`src/rtl/l2dd_pkg.sv`:
```
// Shared types, codes and constants for the discovery responder with duplicate suppression.
// Used by the controller, the datapath and the top level. Depends on nothing.
`default_nettype none

package l2dd_pkg;

	// Duplicate table geometry.
	localparam int TABLE_DEPTH = 32;
	localparam int IDX_W       = (TABLE_DEPTH > 1) ? $clog2(TABLE_DEPTH) : 1;
	localparam int CNT_W       = $clog2(TABLE_DEPTH + 1);
	localparam int MAC_W       = 48;
	localparam int TIME_W      = 32;
	localparam int ENTRY_W     = MAC_W + TIME_W;

	// Frame checks.
	localparam logic [10:0] MIN_FRAME_LEN = 11'd60;
	localparam logic [7:0]  VERSION_ONE   = 8'h01;
	localparam logic [7:0]  MSG_PROBE     = 8'h01;
	localparam logic [7:0]  MSG_RESPONSE  = 8'h02;
	localparam logic [7:0]  ADDR_IPV4     = 8'h04;
	localparam logic [7:0]  ADDR_IPV6     = 8'h06;
	localparam logic [7:0]  TTL_RESET     = 8'd5;

	typedef enum logic [2:0] {
		REG_OWN_MAC       = 3'd0,
		REG_OWN_ADDR_TYPE = 3'd1,
		REG_OWN_IP_HIGH   = 3'd2,
		REG_OWN_IP_LOW    = 3'd3,
		REG_TTL_SECONDS   = 3'd4
	} cfg_reg_t;

	typedef enum logic [3:0] {
		V_SHORT       = 4'd0,
		V_SELF        = 4'd1,
		V_BAD_VERSION = 4'd2,
		V_BAD_SENDER  = 4'd3,
		V_SUPPRESSED  = 4'd4,
		V_RESPOND     = 4'd5,
		V_NOT_FOR_US  = 4'd6,
		V_BOUND       = 4'd7,
		V_UNKNOWN     = 4'd8
	} verdict_t;

	// Controller to datapath.
	typedef struct packed {
		logic capture;
		logic decide;
		logic issue;
		logic update;
		logic load_out;
	} dp_cmd_t;

	// Datapath to controller.
	typedef struct packed {
		logic need_walk;
		logic cnt_zero;
		logic last_issue;
	} dp_sts_t;

endpackage

`default_nettype wire

```
`src/rtl/l2_discovery_responder_dedup_core.sv`:
```
// Top level of the discovery responder with duplicate suppression.
// Joins l2dd_ctrl and l2dd_datapath; depends on l2dd_pkg.
//
// The input channel (in_valid/in_ready) carries one parsed discovery frame per item with
// its seconds timestamp. The output channel (out_valid/out_ready) returns exactly one
// result item per input item, in order: a verdict code and, for a response to send or a
// completed binding, the peer MAC, type and 16-byte address (zero otherwise). Registers
// are written through cfg_we/cfg_index/cfg_wdata, one per cycle, and only while the
// block is idle; the user is bound to this, and the block itself does not enforce it.
// A frame that is dropped, a response or an unknown type passes through the accept,
// decide and finish states. A probe from a valid sender walks the duplicate table over
// the entries held (at most 32), one RAM read per cycle through the single read port,
// then drains the last read, updates the table and finishes; with an empty table it
// skips the walk and the drain. No new item is accepted before the last one finishes.
// arst_n clears the entry count and the control state and loads the register reset values
// (suppression window 5 seconds). Table contents are not cleared; only entries below the
// count are ever compared.
// The result sits in an output register. A new item is taken while it waits; the
// following result is held back, and no further item is accepted, until the receiver
// takes the waiting one.
`default_nettype none

module l2_discovery_responder_dedup_core (
	input  wire logic        clk,
	input  wire logic        arst_n,
	input  wire logic        cfg_we,
	input  wire logic [2:0]  cfg_index,
	input  wire logic [63:0] cfg_wdata,
	input  wire logic        in_valid,
	output logic             in_ready,
	input  wire logic [10:0] frame_length,
	input  wire logic [47:0] source_mac,
	input  wire logic [7:0]  proto_version,
	input  wire logic [7:0]  message_type,
	input  wire logic [7:0]  sender_type,
	input  wire logic [63:0] sender_ip_high,
	input  wire logic [63:0] sender_ip_low,
	input  wire logic [7:0]  target_type,
	input  wire logic [63:0] target_ip_high,
	input  wire logic [63:0] target_ip_low,
	input  wire logic [31:0] now_seconds,
	output logic             out_valid,
	input  wire logic        out_ready,
	output logic [3:0]       verdict,
	output logic [47:0]      peer_mac,
	output logic [7:0]       peer_addr_type,
	output logic [63:0]      peer_ip_high,
	output logic [63:0]      peer_ip_low
);

	// Commands flow from the controller to the datapath, status flows back.
	l2dd_pkg::dp_cmd_t cmd;
	l2dd_pkg::dp_sts_t sts;

	l2dd_ctrl u_ctrl (
		.clk       (clk),
		.arst_n    (arst_n),
		.in_valid  (in_valid),
		.in_ready  (in_ready),
		.out_valid (out_valid),
		.out_ready (out_ready),
		.sts       (sts),
		.cmd       (cmd)
	);

	// The datapath holds the configuration, the captured item, the duplicate table
	// and the result register.
	l2dd_datapath u_datapath (
		.clk            (clk),
		.arst_n         (arst_n),
		.cfg_we         (cfg_we),
		.cfg_index      (cfg_index),
		.cfg_wdata      (cfg_wdata),
		.frame_length   (frame_length),
		.source_mac     (source_mac),
		.proto_version  (proto_version),
		.message_type   (message_type),
		.sender_type    (sender_type),
		.sender_ip_high (sender_ip_high),
		.sender_ip_low  (sender_ip_low),
		.target_type    (target_type),
		.target_ip_high (target_ip_high),
		.target_ip_low  (target_ip_low),
		.now_seconds    (now_seconds),
		.cmd            (cmd),
		.sts            (sts),
		.verdict        (verdict),
		.peer_mac       (peer_mac),
		.peer_addr_type (peer_addr_type),
		.peer_ip_high   (peer_ip_high),
		.peer_ip_low    (peer_ip_low)
	);

endmodule

`default_nettype wire

```
`src/rtl/l2dd_ram.sv`:
```
// Generic single-write, single-read RAM with a registered read port.
// Stands alone; used for the duplicate table.
`default_nettype none

module l2dd_ram #(
	parameter int WIDTH = 8,
	parameter int DEPTH = 2,
	localparam int AW = (DEPTH > 1) ? $clog2(DEPTH) : 1
) (
	input  wire logic             clk,
	input  wire logic             we,
	input  wire logic [AW-1:0]    waddr,
	input  wire logic [WIDTH-1:0] wdata,
	input  wire logic [AW-1:0]    raddr,
	output logic      [WIDTH-1:0] rdata
);

	logic [WIDTH-1:0] mem [DEPTH];

	always_ff @(posedge clk) begin
		if (we) begin
			mem[waddr] <= wdata;
		end
		rdata <= mem[raddr];
	end

endmodule

`default_nettype wire

```
`src/rtl/l2dd_ctrl.sv`:
```
// Sequencing state machine: accept, classify, table walk, table update, result hand-off.
// Depends on l2dd_pkg for the command and status structs.
`default_nettype none

module l2dd_ctrl (
	input  wire logic             clk,
	input  wire logic             arst_n,
	input  wire logic             in_valid,
	output logic                  in_ready,
	output logic                  out_valid,
	input  wire logic             out_ready,
	input  wire l2dd_pkg::dp_sts_t sts,
	output l2dd_pkg::dp_cmd_t     cmd
);

	typedef enum logic [5:0] {
		ST_IDLE   = 6'b000001,
		ST_DECIDE = 6'b000010,
		ST_WALK   = 6'b000100,
		ST_DRAIN  = 6'b001000,
		ST_UPDATE = 6'b010000,
		ST_FINISH = 6'b100000
	} state_t;

	state_t state_q, state_d;
	logic   out_valid_q;

	assign in_ready  = (state_q == ST_IDLE);
	assign out_valid = out_valid_q;

	always_comb begin
		state_d = state_q;
		cmd     = '0;
		unique case (state_q)
			ST_IDLE: begin
				if (in_valid) begin
					cmd.capture = 1'b1;
					state_d     = ST_DECIDE;
				end
			end
			ST_DECIDE: begin
				cmd.decide = 1'b1;
				if (!sts.need_walk) begin
					state_d = ST_FINISH;
				end else if (sts.cnt_zero) begin
					state_d = ST_UPDATE;
				end else begin
					state_d = ST_WALK;
				end
			end
			ST_WALK: begin
				cmd.issue = 1'b1;
				if (sts.last_issue) begin
					state_d = ST_DRAIN;
				end
			end
			ST_DRAIN: begin
				// The last entry read is compared during this cycle.
				state_d = ST_UPDATE;
			end
			ST_UPDATE: begin
				cmd.update = 1'b1;
				state_d    = ST_FINISH;
			end
			ST_FINISH: begin
				if (!out_valid_q || out_ready) begin
					cmd.load_out = 1'b1;
					state_d      = ST_IDLE;
				end
			end
			default: begin
				state_d = ST_IDLE;
			end
		endcase
	end

	always_ff @(posedge clk or negedge arst_n) begin
		if (!arst_n) begin
			state_q     <= ST_IDLE;
			out_valid_q <= 1'b0;
		end else begin
			state_q <= state_d;
			if (cmd.load_out) begin
				out_valid_q <= 1'b1;
			end else if (out_ready) begin
				out_valid_q <= 1'b0;
			end
		end
	end

endmodule

`default_nettype wire

```
`src/rtl/l2dd_datapath.sv`:
```
// Datapath: configuration registers, captured item, frame checks, duplicate table walk,
// victim selection and the result register. Depends on l2dd_pkg and l2dd_ram.
`default_nettype none

module l2dd_datapath (
	input  wire logic              clk,
	input  wire logic              arst_n,
	input  wire logic              cfg_we,
	input  wire logic [2:0]        cfg_index,
	input  wire logic [63:0]       cfg_wdata,
	input  wire logic [10:0]       frame_length,
	input  wire logic [47:0]       source_mac,
	input  wire logic [7:0]        proto_version,
	input  wire logic [7:0]        message_type,
	input  wire logic [7:0]        sender_type,
	input  wire logic [63:0]       sender_ip_high,
	input  wire logic [63:0]       sender_ip_low,
	input  wire logic [7:0]        target_type,
	input  wire logic [63:0]       target_ip_high,
	input  wire logic [63:0]       target_ip_low,
	input  wire logic [31:0]       now_seconds,
	input  wire l2dd_pkg::dp_cmd_t cmd,
	output l2dd_pkg::dp_sts_t      sts,
	output logic [3:0]             verdict,
	output logic [47:0]            peer_mac,
	output logic [7:0]             peer_addr_type,
	output logic [63:0]            peer_ip_high,
	output logic [63:0]            peer_ip_low
);

	localparam int IW = l2dd_pkg::IDX_W;
	localparam int CW = l2dd_pkg::CNT_W;

	// Configuration.
	logic [47:0] own_mac_q;
	logic [7:0]  own_type_q;
	logic [63:0] own_ip_high_q;
	logic [63:0] own_ip_low_q;
	logic [7:0]  ttl_q;

	always_ff @(posedge clk or negedge arst_n) begin
		if (!arst_n) begin
			own_mac_q     <= '0;
			own_type_q    <= '0;
			own_ip_high_q <= '0;
			own_ip_low_q  <= '0;
			ttl_q         <= l2dd_pkg::TTL_RESET;
		end else if (cfg_we) begin
			unique case (l2dd_pkg::cfg_reg_t'(cfg_index))
				l2dd_pkg::REG_OWN_MAC:       own_mac_q     <= cfg_wdata[47:0];
				l2dd_pkg::REG_OWN_ADDR_TYPE: own_type_q    <= cfg_wdata[7:0];
				l2dd_pkg::REG_OWN_IP_HIGH:   own_ip_high_q <= cfg_wdata;
				l2dd_pkg::REG_OWN_IP_LOW:    own_ip_low_q  <= cfg_wdata;
				l2dd_pkg::REG_TTL_SECONDS:   ttl_q         <= cfg_wdata[7:0];
				default: ;
			endcase
		end
	end

	// Captured item.
	logic [10:0] len_q;
	logic [47:0] smac_q;
	logic [7:0]  ver_q;
	logic [7:0]  msg_q;
	logic [7:0]  stype_q;
	logic [63:0] sip_hi_q;
	logic [63:0] sip_lo_q;
	logic [7:0]  ttype_q;
	logic [63:0] tip_hi_q;
	logic [63:0] tip_lo_q;
	logic [31:0] now_q;

	always_ff @(posedge clk) begin
		if (cmd.capture) begin
			len_q    <= frame_length;
			smac_q   <= source_mac;
			ver_q    <= proto_version;
			msg_q    <= message_type;
			stype_q  <= sender_type;
			sip_hi_q <= sender_ip_high;
			sip_lo_q <= sender_ip_low;
			ttype_q  <= target_type;
			tip_hi_q <= target_ip_high;
			tip_lo_q <= target_ip_low;
			now_q    <= now_seconds;
		end
	end

	// Frame checks in priority order.
	l2dd_pkg::verdict_t early_verdict;
	logic               need_walk;

	always_comb begin
		need_walk = 1'b0;
		priority if (len_q < l2dd_pkg::MIN_FRAME_LEN) begin
			early_verdict = l2dd_pkg::V_SHORT;
		end else if (smac_q == own_mac_q) begin
			early_verdict = l2dd_pkg::V_SELF;
		end else if (ver_q != l2dd_pkg::VERSION_ONE) begin
			early_verdict = l2dd_pkg::V_BAD_VERSION;
		end else if (msg_q == l2dd_pkg::MSG_PROBE) begin
			if (stype_q != l2dd_pkg::ADDR_IPV4 && stype_q != l2dd_pkg::ADDR_IPV6) begin
				early_verdict = l2dd_pkg::V_BAD_SENDER;
			end else begin
				early_verdict = l2dd_pkg::V_RESPOND;
				need_walk     = 1'b1;
			end
		end else if (msg_q == l2dd_pkg::MSG_RESPONSE) begin
			if (ttype_q == own_type_q && tip_hi_q == own_ip_high_q &&
			    tip_lo_q == own_ip_low_q) begin
				early_verdict = l2dd_pkg::V_BOUND;
			end else begin
				early_verdict = l2dd_pkg::V_NOT_FOR_US;
			end
		end else begin
			early_verdict = l2dd_pkg::V_UNKNOWN;
		end
	end

	// Table walk: one read issued per cycle, compared in the cycle after it is issued.
	logic [CW-1:0]   count_q;
	logic [CW-1:0]   idx_q;
	logic            cmp_vld_s1;
	logic [IW-1:0]   cmp_idx_s1;
	logic            hit_q;
	logic [IW-1:0]   hit_idx_q;
	logic [31:0]     hit_age_q;
	logic [IW-1:0]   victim_q;
	logic [31:0]     worst_q;

	logic [l2dd_pkg::ENTRY_W-1:0] rd_data;
	logic [47:0]     rd_mac;
	logic [31:0]     rd_seen;
	logic [31:0]     rd_age;
	logic            suppress;
	logic            table_full;
	logic            ram_we;
	logic [IW-1:0]   ram_waddr;

	assign {rd_mac, rd_seen} = rd_data;
	assign rd_age     = now_q - rd_seen;
	assign suppress   = hit_q && (hit_age_q < {24'd0, ttl_q});
	assign table_full = (count_q == CW'(l2dd_pkg::TABLE_DEPTH));
	assign ram_we     = cmd.update && !suppress;

	always_comb begin
		priority if (hit_q) begin
			ram_waddr = hit_idx_q;
		end else if (!table_full) begin
			ram_waddr = count_q[IW-1:0];
		end else begin
			ram_waddr = victim_q;
		end
	end

	l2dd_ram #(
		.WIDTH(l2dd_pkg::ENTRY_W),
		.DEPTH(l2dd_pkg::TABLE_DEPTH)
	) u_table (
		.clk   (clk),
		.we    (ram_we),
		.waddr (ram_waddr),
		.wdata ({smac_q, now_q}),
		.raddr (idx_q[IW-1:0]),
		.rdata (rd_data)
	);

	assign sts.need_walk  = need_walk;
	assign sts.cnt_zero   = (count_q == '0);
	assign sts.last_issue = (idx_q == count_q - CW'(1));

	always_ff @(posedge clk or negedge arst_n) begin
		if (!arst_n) begin
			count_q    <= '0;
			idx_q      <= '0;
			cmp_vld_s1 <= 1'b0;
			hit_q      <= 1'b0;
		end else begin
			cmp_vld_s1 <= cmd.issue;
			if (cmd.decide) begin
				idx_q <= '0;
				hit_q <= 1'b0;
			end else begin
				if (cmd.issue) begin
					idx_q <= idx_q + CW'(1);
				end
				if (cmp_vld_s1 && !hit_q && rd_mac == smac_q) begin
					hit_q <= 1'b1;
				end
			end
			if (ram_we && !hit_q && !table_full) begin
				count_q <= count_q + CW'(1);
			end
		end
	end

	// First match wins; the oldest entry, lowest index on equal ages, is the victim.
	always_ff @(posedge clk) begin
		if (cmd.issue) begin
			cmp_idx_s1 <= idx_q[IW-1:0];
		end
		if (cmp_vld_s1) begin
			if (!hit_q && rd_mac == smac_q) begin
				hit_idx_q <= cmp_idx_s1;
				hit_age_q <= rd_age;
			end
			if (cmp_idx_s1 == '0 || rd_age > worst_q) begin
				worst_q  <= rd_age;
				victim_q <= cmp_idx_s1;
			end
		end
	end

	// Verdict and result register.
	l2dd_pkg::verdict_t verdict_q;
	l2dd_pkg::verdict_t out_verdict_q;
	logic               give_peer;

	assign give_peer = (verdict_q == l2dd_pkg::V_RESPOND) || (verdict_q == l2dd_pkg::V_BOUND);

	always_ff @(posedge clk) begin
		if (cmd.decide) begin
			verdict_q <= early_verdict;
		end else if (cmd.update) begin
			verdict_q <= suppress ? l2dd_pkg::V_SUPPRESSED : l2dd_pkg::V_RESPOND;
		end
		if (cmd.load_out) begin
			out_verdict_q  <= verdict_q;
			peer_mac       <= give_peer ? smac_q   : '0;
			peer_addr_type <= give_peer ? stype_q  : '0;
			peer_ip_high   <= give_peer ? sip_hi_q : '0;
			peer_ip_low    <= give_peer ? sip_lo_q : '0;
		end
	end

	assign verdict = out_verdict_q;

endmodule

`default_nettype wire
```
`config.mk`:
```
export PLATFORM = sky130hd
export DESIGN_NAME = l2_discovery_responder_dedup_core
export DESIGN_NICKNAME = d
export VERILOG_FILES = /design/src/rtl/l2dd_pkg.sv /design/src/rtl/l2_discovery_responder_dedup_core.sv /design/src/rtl/l2dd_ram.sv /design/src/rtl/l2dd_ctrl.sv /design/src/rtl/l2dd_datapath.sv
export SDC_FILE = /design/constraint.sdc
export NUM_CORES = 2
export LEC_CHECK = 0
export ABC_AREA = 1
export BUFFER_PORTS_ARGS = -buffer_cell sky130_fd_sc_hd__buf_2
export CELL_PAD_IN_SITES_DETAIL_PLACEMENT = 2
export CELL_PAD_IN_SITES_GLOBAL_PLACEMENT = 2
export CORE_MARGIN = 2
export CORE_UTILIZATION = 35
export DETAILED_ROUTE_END_ITERATION = 12
export HOLD_SLACK_MARGIN = 0.15
export PLACE_DENSITY = 0.74
export SETUP_SLACK_MARGIN = 0.5
export SYNTH_ARGS = -nofsm -noshare
export SYNTH_HDL_FRONTEND = slang
export SYNTH_SLANG_ARGS = --single-unit
```
`constraint.sdc`:
```
create_clock -name clk -period 19.6 [get_ports clk]
set_input_delay 1.96 -clock clk [delete_from_list [all_inputs] [get_ports clk]]
set_output_delay 1.96 -clock clk [all_outputs]
set_load 0.03 [all_outputs]
```
==> impl_metrics.toml <==
[synth]
synth_top_area_share = 0.7034
synth-seq-cells = 3501
synth_top_area_cell = "edfxtp_1"
seq_area_frac_synth = 0.7540
ys_types = 49
yosys.cell_count.top_type = "edfxtp_1"
synth_edf_count = 3208
synth_flop_cell = "edfxtp_1"
synthTopCellsByArea = "edfxtp_1, o21ai_0, nor2_1"
synth_fp_nets = 11113
synth_area_per_cell_um2 = 12.94
synth_area_um2 = 137000
ys_top_cells_by_count = "edfxtp_1, nor2_1, o21ai_0, nand2_1, inv_1"
synth_warnings = 0
synth_cells = 10588
ys_async_sr_fraction = 0.06084

[clocking]
h-tree-depth = 5
clockRootBuffer = "clkbuf_16"
cts_buffers = 376
clock_latency_ns = 0.96
cts_resized = 0
cts_tree = "done"
postCtsSetupBuffers = 0
clock-sinks = 3501
clk_pin_slew_ns = 0.07
cts_hold_buf = 0
ctsLongestPathBuffers = 4

[floorplan]
initial_core_util = 0.3517
num_io_pins = 641
rows = 229
fp.coreArea_um2 = 389400
die-height_um = 629.6
dieArea_um2 = 396300
die_w_um = 629.6

[cells_and_area]
drive_gt1_frac = 0.1321
layout.cells.non_filler = 16804
fin_nets = 11777
areaGrowthSynthToFinish_pct = 15.94

[timing]
finalHoldViolations = 0
setup_viol = 0
rsz0062_at_grt = "false"
worst_pin_slew_ns = 1.423
setup_ws_ns = 13.25
fin_crit_ns = 6.355
slew-limit-headroom = 0.05111
period_share = 0.3242
final_max_slew_viol_count = 0
fin_skew_ns = 0.04961
tns_ns = 0
max_freq_mhz = 157.4

[setup_path]
cp-startpoint = "u_datapath.now_q[2]$_DFFE_PP_"
cp_common_cell = "nand2_1"
worstPathRequired_ns = 20.17
path_class = "flip-flop to flip-flop"
crit_chain = "ha_1, nand2_1, o21ai_0, a21o_1, nand3_1, nand2_1, nand2_1, nand2_1, nand2_1, nand2_1, inv_1, ha_1, nand2_1, nor2_1, nand4_1, nor4_1, nand2_1, nand2_1, nand2_1, a21boi_4, buf_4"
critPathCaptureType = "flip-flop"
startpoint_type = "flip-flop"
crit_family = "simple AND/OR/NAND/NOR gates"
path_buf_inv = 2
r2r-start = "u_datapath.now_q[2]$_DFFE_PP_"
critPathMaxStageDelay_ns = 1.13
slowest_stage = "edfxtp_1"
crit_fanout = 37
worstPathArrival_ns = 6.92

[min_path]
hold_path.startpoint = "u_datapath.verdict_q[3]$_SDFFCE_PP0P_"
holdCritPathClass = "flip-flop to flip-flop"

[placed_design]
dp_hpwl_um = 316400
dp.cells = 16069
io_buffers = 638
place_congestion = 0.8735
pre_cts_ws_ns = 13.58

[route]
wl_per_cell_um = 32.16
wirelength_um = 540400
drc = 0
routed-via-count = 95062
drt-initial-drc-count = 9414
drt-pass1-iter-count = 6
final_antenna_net_count = 0
vias_per_cell = 5.657

[grt]
grt_max_degree = 213
grt_pass1_vias = 104466
grt_pass1_wl_um = 763300
grt_overflow = 0
antenna_found_initial = 63
grt_use_total = 0.2646

[outcome]
status = "completed"

[power_and_ir_drop]
power-per-cell-area_nw_per_um2 = 111.0
leakagePower_uw = 0.05599
ir_drop_uv = 108.1

[flow_run]
maxCapViolCount = 0
report_power, final:
group | switching (uW) | total, uW | internal (uW)
Combinational | 1090 | 1410 | 322
Sequential | 215 | 8970 | 8760
Clock | 3130 | 7250 | 4110
registers in the layout, indices dropped and copies added, names as in the netlist, 32 cells and up:
signal,count
u_datapath.hit_age_q,32
u_datapath.now_q,32
u_datapath.own_ip_high_q,64
u_datapath.own_ip_low_q,64
u_datapath.own_mac_q,48
u_datapath.peer_ip_high,64
u_datapath.peer_ip_low,64
u_datapath.peer_mac,48
u_datapath.sip_hi_q,64
u_datapath.sip_lo_q,64
u_datapath.smac_q,48
u_datapath.tip_hi_q,64
u_datapath.tip_lo_q,64
u_datapath.u_table.mem,2560
u_datapath.u_table.rdata,80
u_datapath.worst_q,32
cell families (layout without fill, tap and decap cells):
logic type | after synthesis | in the layout | share of synthesized area
compound gates | 2514 | 2514 | 0.1024
xor+xnor | 167 | 167 | 0.01068
fa+ha+maj | 74 | 74 | 0.006815
buf+inv | 1155 | 2134 | 0.03421
flops | 3501 | 3501 | 0.7540
other cells | 0 | 40 | 0
simple gates | 3177 | 3177 | 0.09184
worst register-to-register path, stage by stage (launching register included):
cell      delay [ns]
edfxtp_1        1.13
ha_1            0.36
nand2_1         0.15
o21ai_0         0.65
a21o_1          0.29
nand3_1         0.09
nand2_1         0.16
nand2_1         0.17
nand2_1         0.12
nand2_1         0.06
nand2_1         0.05
inv_1           0.09
ha_1            0.32
nand2_1         0.08
nor2_1          0.17
nand4_1         0.16
nor4_1          0.56
nand2_1         0.11
nand2_1         0.08
nand2_1         0.31
a21boi_4        0.26
buf_4           0.51
worst paths after layout:
| path | slack, ns | endpoint | cells past startpoint |
|---|---|---|---|
| setup / recovery | 13.25 | u_datapath.worst_q[29]$_DFFE_PP_ | 21 |
| hold / removal | 0.48 | u_datapath.verdict[3]$_DFFE_PP_ | 0 |
| setup reg to reg | 13.25 | u_datapath.worst_q[29]$_DFFE_PP_ | 21 |
| hold reg to reg | 0.48 | u_datapath.verdict[3]$_DFFE_PP_ | 0 |
| max in group asynchronous | 17.02 | u_datapath.idx_q[2]$_DFFE_PN0P_ | 2 |
| min in group asynchronous | 1.00 | u_datapath.own_ip_low_q[58]$_DFFE_PN0P_ | 1 |
through the flow:
stage	hold slack, ns	total power [uW]	utilization	area [um^2]
final	0.4836	17630	0.4078	158800
after global placement	0.4229	10370	0.3759	146400
after floorplan	0.4003	9876	-	137000
after global routing	0.4883	18100	0.4077	158800
after detailed placement	0.4389	10500	0.3759	146400
after CTS	0.4724	17710	0.4074	158600
layout make-up:
cell class                      count  area (um^2)
Multi-Input combinational cell   5932        29280
Fill cell                       39021       230600
Inverter                          558         2137
Tap cell                         5197         6502
Sequential cell                  3501       103300
Clock buffer                      500        10410
Clock inverter                    193         1859
Timing Repair Buffer              883         5220
Antenna cell                       40        100.1
placed cells by master (no fill, tap or decap), types with 194 or more instances in the layout:
master / count
edfxtp_1: 3208
nor2_1: 1842
o21ai_0: 1536
nand2_1: 936
buf_2: 637
inv_1: 552
o22ai_1: 478
clkbuf_16: 382
buf_4: 232
dfrtp_1: 206
nand3_1: 194
layer usage:
| metal | part of all wire | track usage |
|---|---|---|
| met1 | 0.38 | 0.3208 |
| met2 | 0.50 | 0.4573 |
| met3 | 0.061 | 0.03767 |
| met4 | 0.059 | 0.1396 |
| met5 | 0.00019 | 0 |
Power figures use the tool's default switching activity.
